[src/hdl/ptt_pkg.sv]
// ----------------------------------------------------------------------------
// Periodic timer table package
// Request and result codes, slot record and the head unit's interface types.
// ----------------------------------------------------------------------------
package ptt_pkg;

   // Request modes
   localparam logic [1:0] MODE_TICK = 2'd0;
   localparam logic [1:0] MODE_SET  = 2'd1;
   localparam logic [1:0] MODE_KILL = 2'd2;

   // Result kinds
   localparam logic [1:0] KIND_EXPIRY = 2'd0;
   localparam logic [1:0] KIND_SET    = 2'd1;
   localparam logic [1:0] KIND_KILL   = 2'd2;

   // floor(x / 10) = (x * 0xCCCCCCCD) >> 35 for every 32-bit x
   localparam logic [31:0] DIV_TICK_MAGIC = 32'hCCCC_CCCD;
   localparam int          DIV_TICK_SHIFT = 35;

   // Most expiry results reported per tick, and the width of their counter
   localparam int MAX_RESULTS = 16;
   localparam int CNT_W       = $clog2(MAX_RESULTS + 1);

   typedef struct packed {
      logic        used;
      logic [31:0] owner;
      logic [31:0] code;
      logic [31:0] remaining;
      logic [31:0] reload;
   } slot_type;

   typedef struct packed {
      logic [1:0]  mode;
      logic        found;
      logic [31:0] owner;
      logic [31:0] code;
      logic [31:0] ticks;
   } head_ctrl_type;

   typedef struct packed {
      slot_type nxt;
      logic     hit;
      logic     expire;
   } head_res_type;

endpackage

[src/hdl/ptt_cell.sv]
// ----------------------------------------------------------------------------
// Periodic timer table: ring cell
// Holds one timer slot and passes it to the next cell on every shift.
// ----------------------------------------------------------------------------
module ptt_cell (
   input  logic              clock,
   input  logic              reset,
   input  logic              shift_i,
   input  ptt_pkg::slot_type d_i,
   output ptt_pkg::slot_type q_o
);

   logic        used_ff;
   logic [31:0] owner_ff;
   logic [31:0] code_ff;
   logic [31:0] remaining_ff;
   logic [31:0] reload_ff;

   always_ff @(posedge clock) begin
      if (reset) begin
         used_ff <= 1'b0;
      end else if (shift_i) begin
         used_ff <= d_i.used;
      end
   end

   always_ff @(posedge clock) begin
      if (shift_i) begin
         owner_ff     <= d_i.owner;
         code_ff      <= d_i.code;
         remaining_ff <= d_i.remaining;
         reload_ff    <= d_i.reload;
      end
   end

   assign q_o = '{used: used_ff, owner: owner_ff, code: code_ff,
                  remaining: remaining_ff, reload: reload_ff};

endmodule

[src/hdl/ptt_head.sv]
// ----------------------------------------------------------------------------
// Periodic timer table: head unit
// Updates the slot leaving the end of the ring for tick, set or kill.
// ----------------------------------------------------------------------------
module ptt_head (
   input  ptt_pkg::slot_type      slot_i,
   input  ptt_pkg::head_ctrl_type ctrl_i,
   output ptt_pkg::head_res_type  res_o
);

   logic [31:0] rem_dec;

   assign rem_dec = slot_i.remaining - 32'd1;

   always_comb begin
      res_o.nxt    = slot_i;
      res_o.hit    = 1'b0;
      res_o.expire = 1'b0;
      case (ctrl_i.mode)
         ptt_pkg::MODE_TICK: begin
            if (slot_i.used) begin
               // reload on reaching zero
               if (rem_dec == 32'd0) begin
                  res_o.nxt.remaining = slot_i.reload;
                  res_o.expire        = 1'b1;
               end else begin
                  res_o.nxt.remaining = rem_dec;
               end
            end
         end
         ptt_pkg::MODE_SET: begin
            // claim the first free slot
            if (!ctrl_i.found && !slot_i.used) begin
               res_o.nxt.used      = 1'b1;
               res_o.nxt.owner     = ctrl_i.owner;
               res_o.nxt.code      = ctrl_i.code;
               res_o.nxt.remaining = ctrl_i.ticks;
               res_o.nxt.reload    = ctrl_i.ticks;
               res_o.hit           = 1'b1;
            end
         end
         ptt_pkg::MODE_KILL: begin
            // drop the first matching slot
            if (!ctrl_i.found && slot_i.used && slot_i.owner == ctrl_i.owner &&
                slot_i.code == ctrl_i.code) begin
               res_o.nxt.used = 1'b0;
               res_o.hit      = 1'b1;
            end
         end
         default: begin
         end
      endcase
   end

endmodule

[src/hdl/periodic_timer_table.sv]
// ----------------------------------------------------------------------------
// Periodic timer table
// Table of periodic timers kept in a rotating ring of slot cells.
// ----------------------------------------------------------------------------
// The TIMER_SLOTS slots sit in a ring of cells that shifts by one position per
// cycle during a request; a single head unit at the end of the ring updates
// whichever slot passes it. Every tick, set or kill request therefore takes
// one full revolution of the ring, then a done step that hands over the final
// result, if any; ready stays low from acceptance until the table is back in
// idle, so a new request is only taken once the last one is through. The
// revolution pauses for as long as an expiry has to go out while the result
// register is still occupied, and the final result waits the same way. A
// request with the unused mode 3 is taken and dropped. Set converts period_ms
// to ticks as period_ms / 10 by a reciprocal multiply at acceptance; a zero
// tick count wraps, expiring after 2^32 ticks. Expiries leave in slot order,
// one held back so the final one can carry last; at most 16 are reported per
// tick, later expiring slots still reload. Set and kill give one status
// result. The result register lets the next request in while a result waits.
// ----------------------------------------------------------------------------
module periodic_timer_table #(
   parameter int TIMER_SLOTS = 16
) (
   input  logic        clock,
   input  logic        reset,
   input  logic        req_valid,
   output logic        req_ready,
   input  logic [1:0]  req_mode,
   input  logic [31:0] req_owner_handle,
   input  logic [31:0] req_event_code,
   input  logic [31:0] req_period_ms,
   output logic        rsp_valid,
   input  logic        rsp_ready,
   output logic [1:0]  rsp_kind,
   output logic [31:0] rsp_expired_owner,
   output logic [31:0] rsp_expired_event,
   output logic        rsp_ok,
   output logic        rsp_last
);

   localparam int POS_W = (TIMER_SLOTS > 1) ? $clog2(TIMER_SLOTS) : 1;
   localparam logic [POS_W-1:0] POS_END = POS_W'(TIMER_SLOTS - 1);

   typedef enum logic [2:0] {
      ST_IDLE = 3'b001,
      ST_SCAN = 3'b010,
      ST_DONE = 3'b100
   } state_type;

   state_type state_ff, state_in;
   logic [POS_W-1:0] pos_ff, pos_in;
   logic [1:0]  mode_ff, mode_in;
   logic [31:0] owner_ff, owner_in;
   logic [31:0] code_ff, code_in;
   logic [31:0] ticks_ff, ticks_in;
   logic        found_ff, found_in;

   // held-back expiry, so the final one of a tick can be marked last
   logic        pend_valid_ff, pend_valid_in;
   logic [31:0] pend_owner_ff, pend_owner_in;
   logic [31:0] pend_code_ff, pend_code_in;
   logic [ptt_pkg::CNT_W-1:0] cnt_ff, cnt_in;

   // result register
   logic        rsp_valid_ff, rsp_valid_in;
   logic [1:0]  rsp_kind_ff, rsp_kind_in;
   logic [31:0] rsp_owner_ff, rsp_owner_in;
   logic [31:0] rsp_code_ff, rsp_code_in;
   logic        rsp_ok_ff, rsp_ok_in;
   logic        rsp_last_ff, rsp_last_in;

   logic        shift;
   logic        out_free;
   logic        report;
   logic [63:0] div_prod;

   ptt_pkg::slot_type      cell_d [TIMER_SLOTS];
   ptt_pkg::slot_type      cell_q [TIMER_SLOTS];
   ptt_pkg::head_ctrl_type head_ctrl;
   ptt_pkg::head_res_type  head_res;

   // ---------------------------------------------------------------- ring
   // Head output feeds the first cell; each cell feeds the next.
   for (genvar k = 0; k < TIMER_SLOTS; k++) begin : g_ring
      if (k == 0) begin : g_first
         assign cell_d[k] = head_res.nxt;
      end else begin : g_rest
         assign cell_d[k] = cell_q[k-1];
      end
      ptt_cell u_cell (
         .clock   (clock),
         .reset   (reset),
         .shift_i (shift),
         .d_i     (cell_d[k]),
         .q_o     (cell_q[k])
      );
   end

   assign head_ctrl = '{mode: mode_ff, found: found_ff, owner: owner_ff,
                        code: code_ff, ticks: ticks_ff};

   ptt_head u_head (
      .slot_i (cell_q[TIMER_SLOTS-1]),
      .ctrl_i (head_ctrl),
      .res_o  (head_res)
   );

   // period_ms / 10 by reciprocal multiply
   assign div_prod = 64'(req_period_ms) * 64'(ptt_pkg::DIV_TICK_MAGIC);

   assign out_free  = !rsp_valid_ff || rsp_ready;
   assign report    = head_res.expire && (cnt_ff < ptt_pkg::CNT_W'(ptt_pkg::MAX_RESULTS));
   assign req_ready = (state_ff == ST_IDLE);

   // ------------------------------------------------------------- control
   always_comb begin
      state_in      = state_ff;
      pos_in        = pos_ff;
      mode_in       = mode_ff;
      owner_in      = owner_ff;
      code_in       = code_ff;
      ticks_in      = ticks_ff;
      found_in      = found_ff;
      pend_valid_in = pend_valid_ff;
      pend_owner_in = pend_owner_ff;
      pend_code_in  = pend_code_ff;
      cnt_in        = cnt_ff;
      rsp_valid_in  = rsp_valid_ff;
      rsp_kind_in   = rsp_kind_ff;
      rsp_owner_in  = rsp_owner_ff;
      rsp_code_in   = rsp_code_ff;
      rsp_ok_in     = rsp_ok_ff;
      rsp_last_in   = rsp_last_ff;
      shift         = 1'b0;

      // drop a result once taken
      if (rsp_valid_ff && rsp_ready) begin
         rsp_valid_in = 1'b0;
      end

      case (state_ff)
         ST_IDLE: begin
            if (req_valid) begin
               mode_in       = req_mode;
               owner_in      = req_owner_handle;
               code_in       = req_event_code;
               ticks_in      = 32'(div_prod[63:ptt_pkg::DIV_TICK_SHIFT]);
               found_in      = 1'b0;
               pend_valid_in = 1'b0;
               cnt_in        = '0;
               pos_in        = '0;
               // mode 3 is ignored
               if (req_mode == ptt_pkg::MODE_TICK || req_mode == ptt_pkg::MODE_SET ||
                   req_mode == ptt_pkg::MODE_KILL) begin
                  state_in = ST_SCAN;
               end
            end
         end
         ST_SCAN: begin
            // hold the ring while a held expiry cannot move to the output
            if (!(report && pend_valid_ff && !out_free)) begin
               shift = 1'b1;
               if (head_res.hit) begin
                  found_in = 1'b1;
               end
               if (report) begin
                  if (pend_valid_ff) begin
                     rsp_valid_in = 1'b1;
                     rsp_kind_in  = ptt_pkg::KIND_EXPIRY;
                     rsp_owner_in = pend_owner_ff;
                     rsp_code_in  = pend_code_ff;
                     rsp_ok_in    = 1'b0;
                     rsp_last_in  = 1'b0;
                  end
                  pend_valid_in = 1'b1;
                  pend_owner_in = cell_q[TIMER_SLOTS-1].owner;
                  pend_code_in  = cell_q[TIMER_SLOTS-1].code;
                  cnt_in        = cnt_ff + ptt_pkg::CNT_W'(1);
               end
               if (pos_ff == POS_END) begin
                  state_in = ST_DONE;
               end else begin
                  pos_in = pos_ff + POS_W'(1);
               end
            end
         end
         ST_DONE: begin
            if (mode_ff == ptt_pkg::MODE_TICK && !pend_valid_ff) begin
               // tick without expiry: no result
               state_in = ST_IDLE;
            end else if (out_free) begin
               rsp_valid_in = 1'b1;
               rsp_last_in  = 1'b1;
               if (mode_ff == ptt_pkg::MODE_TICK) begin
                  rsp_kind_in   = ptt_pkg::KIND_EXPIRY;
                  rsp_owner_in  = pend_owner_ff;
                  rsp_code_in   = pend_code_ff;
                  rsp_ok_in     = 1'b0;
                  pend_valid_in = 1'b0;
               end else begin
                  rsp_kind_in  = (mode_ff == ptt_pkg::MODE_SET) ? ptt_pkg::KIND_SET
                                                               : ptt_pkg::KIND_KILL;
                  rsp_owner_in = '0;
                  rsp_code_in  = '0;
                  rsp_ok_in    = found_ff;
               end
               state_in = ST_IDLE;
            end
         end
         default: begin
            state_in = ST_IDLE;
         end
      endcase
   end

   always_ff @(posedge clock) begin
      if (reset) begin
         state_ff      <= ST_IDLE;
         pos_ff        <= '0;
         found_ff      <= 1'b0;
         pend_valid_ff <= 1'b0;
         cnt_ff        <= '0;
         rsp_valid_ff  <= 1'b0;
      end else begin
         state_ff      <= state_in;
         pos_ff        <= pos_in;
         found_ff      <= found_in;
         pend_valid_ff <= pend_valid_in;
         cnt_ff        <= cnt_in;
         rsp_valid_ff  <= rsp_valid_in;
      end
   end

   always_ff @(posedge clock) begin
      mode_ff       <= mode_in;
      owner_ff      <= owner_in;
      code_ff       <= code_in;
      ticks_ff      <= ticks_in;
      pend_owner_ff <= pend_owner_in;
      pend_code_ff  <= pend_code_in;
      rsp_kind_ff   <= rsp_kind_in;
      rsp_owner_ff  <= rsp_owner_in;
      rsp_code_ff   <= rsp_code_in;
      rsp_ok_ff     <= rsp_ok_in;
      rsp_last_ff   <= rsp_last_in;
   end

   assign rsp_valid         = rsp_valid_ff;
   assign rsp_kind          = rsp_kind_ff;
   assign rsp_expired_owner = rsp_owner_ff;
   assign rsp_expired_event = rsp_code_ff;
   assign rsp_ok            = rsp_ok_ff;
   assign rsp_last          = rsp_last_ff;

endmodule

[config.mk]
export PLATFORM = sky130hd
export DESIGN_NAME = periodic_timer_table
export DESIGN_NICKNAME = d
export VERILOG_FILES = /design/src/hdl/ptt_pkg.sv /design/src/hdl/ptt_cell.sv /design/src/hdl/ptt_head.sv /design/src/hdl/periodic_timer_table.sv
export SDC_FILE = /design/constraint.sdc
export NUM_CORES = 2
export LEC_CHECK = 0
export ABC_AREA = 0
export BUFFER_PORTS_ARGS = -buffer_cell sky130_fd_sc_hd__buf_4
export CAP_MARGIN = 10
export CORE_ASPECT_RATIO = 0.75
export CORE_MARGIN = 8
export CORE_UTILIZATION = 45
export DETAILED_ROUTE_END_ITERATION = 6
export SYNTH_ARGS = -nofsm -noshare
export SYNTH_HDL_FRONTEND = slang
export SYNTH_HIERARCHICAL = 1
export SYNTH_SLANG_ARGS = --single-unit
export TNS_END_PERCENT = 20
[constraint.sdc]
create_clock -name clock -period 136.5 [get_ports clock]
set_input_delay 27.3 -clock clock [delete_from_list [all_inputs] [get_ports clock]]
set_output_delay 27.3 -clock clock [all_outputs]
set_load 0.05 [all_outputs]
==> results.toml <==
[clocking]
insertion_delay_ns = 0.84
cts_buffer_depth = 3
cts.sinks = 2306
cts_made_buffers = 200
cts_hold_buf = 0
ctsRootBufferMaster = "clkbuf_16"
cts_tree = "built"
h-tree-depth = 4
clkSlewWorstSetupHoldPaths_ns = 0.07
cts_setup_buffers = 0
cts.repair.resized = 0

[worst_setup_path]
rr_worst_depth = 15
startpoint = "req_period_ms[10]"
crit_cells = 24
crit_type = "primary input to flip-flop"
worstPathRequired_ns = 137.06
crit_path_start_kind = "primary input"
cp.buffers_inverters = 4
end_kind = "flip-flop"
crit_fanout = 8
max_stage_delay_ns = 0.56
slowest_stage = "ha_1"
cp.arrival_ns = 34.37
critPathMostFrequentCell = "ha_1"
cp_cell_sequence = "buf_4, ha_1, ha_1, xor2_1, ha_1, a21oi_1, fa_1, inv_1, fa_1, ha_1, fa_1, inv_1, fa_1, inv_1, ha_1, a211oi_1, o21ai_0, o21ai_0, nand4_1, a21oi_2, o21ai_1, a21oi_1, o21ai_1, a311oi_1"
critPathTopFamily = "adder cells"
r2r_start = "g_ring[15].u_cell/remaining_ff[0]"

[final_layout]
design_area_sq_mm = 0.1018
fill_cells = 16250
drive_gt1_share_pct = 9.852
area_growth_pct = 12.34
nets = 6080

[run_status]
status = "complete, no violations"

[place]
place_area_sq_mm = 0.09523
dpl.hpwl_mm = 120.5
io_buffers = 171
place_congestion = 0.8925

[sta]
report.final.slew_viol_count = 0
max_freq_ghz = 0.02958
clock_skew_ns = 0.1001
period_minus_slack_ns = 33.80
finalSetupTns_ns = 0
setup_viol = 0
holdWs_ns = 0.3713
slew_headroom_pct = 21.69
post-route-period-util_pct = 24.76
worst_slew_pin_slew_ns = 1.175
hold_viol = 0
rsz0062_at_grt = "false"

[floorplan]
die_h_um = 404.7
core_area_sq_mm = 0.2001
std_cell_rows = 142
initial_core_util_pct = 45.32
pin_count = 172
die_area_sq_mm = 0.2162
die_w_um = 534.3

[routing]
first_iter_violations = 3737
via_count = 40120
wl_mm = 171.8
avgViaCountPerCell = 4.967
drc_errors = 0
first_pass_iters = 6
wl_per_cell_um = 21.27
ant_nets = 0

[logic_synthesis]
postSynthCellCount = 4905
syn_area_per_cell_sq_um = 18.48
ys_seq_elements = 2306
synth_cell_types = 87
synthArstFlopShare_pct = 0
synth-edff-count = 2275
ys_warn_count = 6
synth_ff_type = "edfxtp_1"
synth-seq-area-share_pct = 76.04
syn_area_sq_mm = 0.09066

[hold_path]
hold_depth = 0
min_path_type = "flip-flop to flip-flop"
timing.hold.worst.start = "g_ring[12].u_cell/owner_ff[1]"

[flow_run]
cap_violations = 0

[global_route]
grt_max_degree = 210
track_usage_pct = 15.81
antenna_found_initial = 8
grt_first_pass_wirelength_mm = 257.1
grt_overflow_total = 0
grt_pass1_vias = 39810
worst reg2reg max path: stages (launching register included):
cell and delay [ns]:
edfxtp_1 0.61, inv_1 0.14, ha_1 0.23, nor4b_1 0.51, nand4_1 0.46, nor2_1 0.40, xnor2_1 0.17, nand4b_1 0.20
nor3_4 0.08, nor2b_1 0.21, a21oi_4 0.80, buf_12 0.68, buf_12 1.01, buf_4 0.91, buf_4 0.96, buf_4 1.00
stage by stage:
| step | instances | setup slack [ns] | utilization (%) |
|---|---|---|---|
| after global routing | 8074 | 102.46 | 50.90 |
| final | 8077 | 102.70 | 50.91 |
| after detailed placement | 7700 | 102.00 | 47.60 |
| after CTS | 8073 | 102.85 | 50.90 |
| after floorplan | 4908 | 4.178 | - |
| after global placement | 7700 | 101.99 | 47.60 |
placed cells by master (no fill, tap or decap), drive strengths merged, types with 7 or more instances in the layout:
cell / Yosys / layout
edfxtp: 2275 / 2275
inv: 639 / 645
fa: 386 / 386
ha: 353 / 353
nand2: 312 / 312
clkbuf: 46 / 240
buf: 34 / 209
clkinv: 0 / 100
nor2: 84 / 84
a21oi: 80 / 80
o21ai: 79 / 79
nor2b: 74 / 74
xnor2: 74 / 74
xor2: 61 / 61
a21o: 54 / 54
nand3: 32 / 32
dfxtp: 31 / 31
nand4: 27 / 27
nor4: 23 / 23
nor3: 23 / 23
mux2i: 19 / 19
bufinv: 0 / 19
and2: 19 / 19
a31oi: 13 / 13
o211ai: 13 / 13
nand2b: 10 / 10
o22ai: 10 / 10
and3: 10 / 10
clkinvlp: 0 / 8
or4: 8 / 8
or2: 7 / 7
final cells by class:
class                   instances  area [sq um]  share of cell area, %
inverters                     639          2400                  2.356
flip-flops and latches       2306         68940                  67.69
well taps                    2664          3333                  3.273
diodes                          3         7.507               0.007371
multi-input cells            1883         18960                  18.62
clock inverters               133          1443                  1.417
repair buffers                209          1607                  1.577
clock buffers                 240          5155                  5.062
synth_stat cells, drive strengths merged, types with 19 or more instances:
library cell  count  area share (%)
edfxtp         2275              75
inv             639             2.6
fa              386             8.5
ha              353             4.9
nand2           312             1.3
nor2             84            0.35
a21oi            80            0.45
o21ai            79            0.44
nor2b            74            0.51
xnor2            74            0.71
xor2             61            0.59
a21o             54            0.45
clkbuf           46            0.19
buf              34            0.26
nand3            32            0.18
dfxtp            31            0.68
nand4            27            0.19
nor3             23            0.16
nor4             23            0.21
and2             19            0.14
mux2i            19            0.21
path summary, 6_finish.rpt:
path	endpoint	slack, ns
worst max-delay path	ticks_ff[18]	102.70
worst min-delay path	g_ring[13].u_cell/owner_ff[1]	0.37
worst max register to register	g_ring[5].u_cell/code_ff[16]	127.76
worst min register to register	g_ring[13].u_cell/owner_ff[1]	0.37
state kept, by name (all words and copies together), names as in the netlist:
name	count
mode_ff	2
rsp_expired_owner	32
found_ff	1
rsp_last	1
pend_valid_ff	1
pos_ff	4
rsp_valid	1
pend_owner_ff	32
code_ff	32
state_ff	3
owner_ff	32
rsp_expired_event	32
rsp_kind	2
cnt_ff	5
g_ring.u_cell/owner_ff	512
g_ring.u_cell/code_ff	512
g_ring.u_cell/reload_ff	512
pend_code_ff	32
g_ring.u_cell/remaining_ff	512
g_ring.u_cell/used_ff	16
rsp_ok	1
ticks_ff	29
kinds of logic (layout without fill, tap and decap cells):
| group | Yosys count | after routing | share of synthesized area [%] |
|---|---|---|---|
| flip-flops | 2306 | 2306 | 76.04 |
| adder cells (fa/ha/maj) | 739 | 739 | 13.40 |
| buffers and inverters | 719 | 1221 | 3.100 |
| AND/OR/NAND/NOR | 655 | 655 | 3.536 |
| AO/OA/AOI/OAI | 330 | 330 | 2.397 |
| XOR/XNOR | 135 | 135 | 1.304 |
| multiplexers | 20 | 20 | 0.2222 |
| other | 1 | 7 | 0.004136 |
metal layers:
layer / wire [um] / global-route usage [%] / vias up / share of wire, %
li1: - / - / 18330 / -
met1: 90790 / 26.74 / 20620 / 53
met2: 68910 / 21.12 / 979 / 40
met3: 9581 / 2.982 / 192 / 5.6
met4: 2514 / 2.973 / 2 / 1.5
met5: 13 / 0 / - / 0.0076
Power is not shown: default switching activity piles up to over one toggle a cycle in this logic, so the estimate is an artifact.
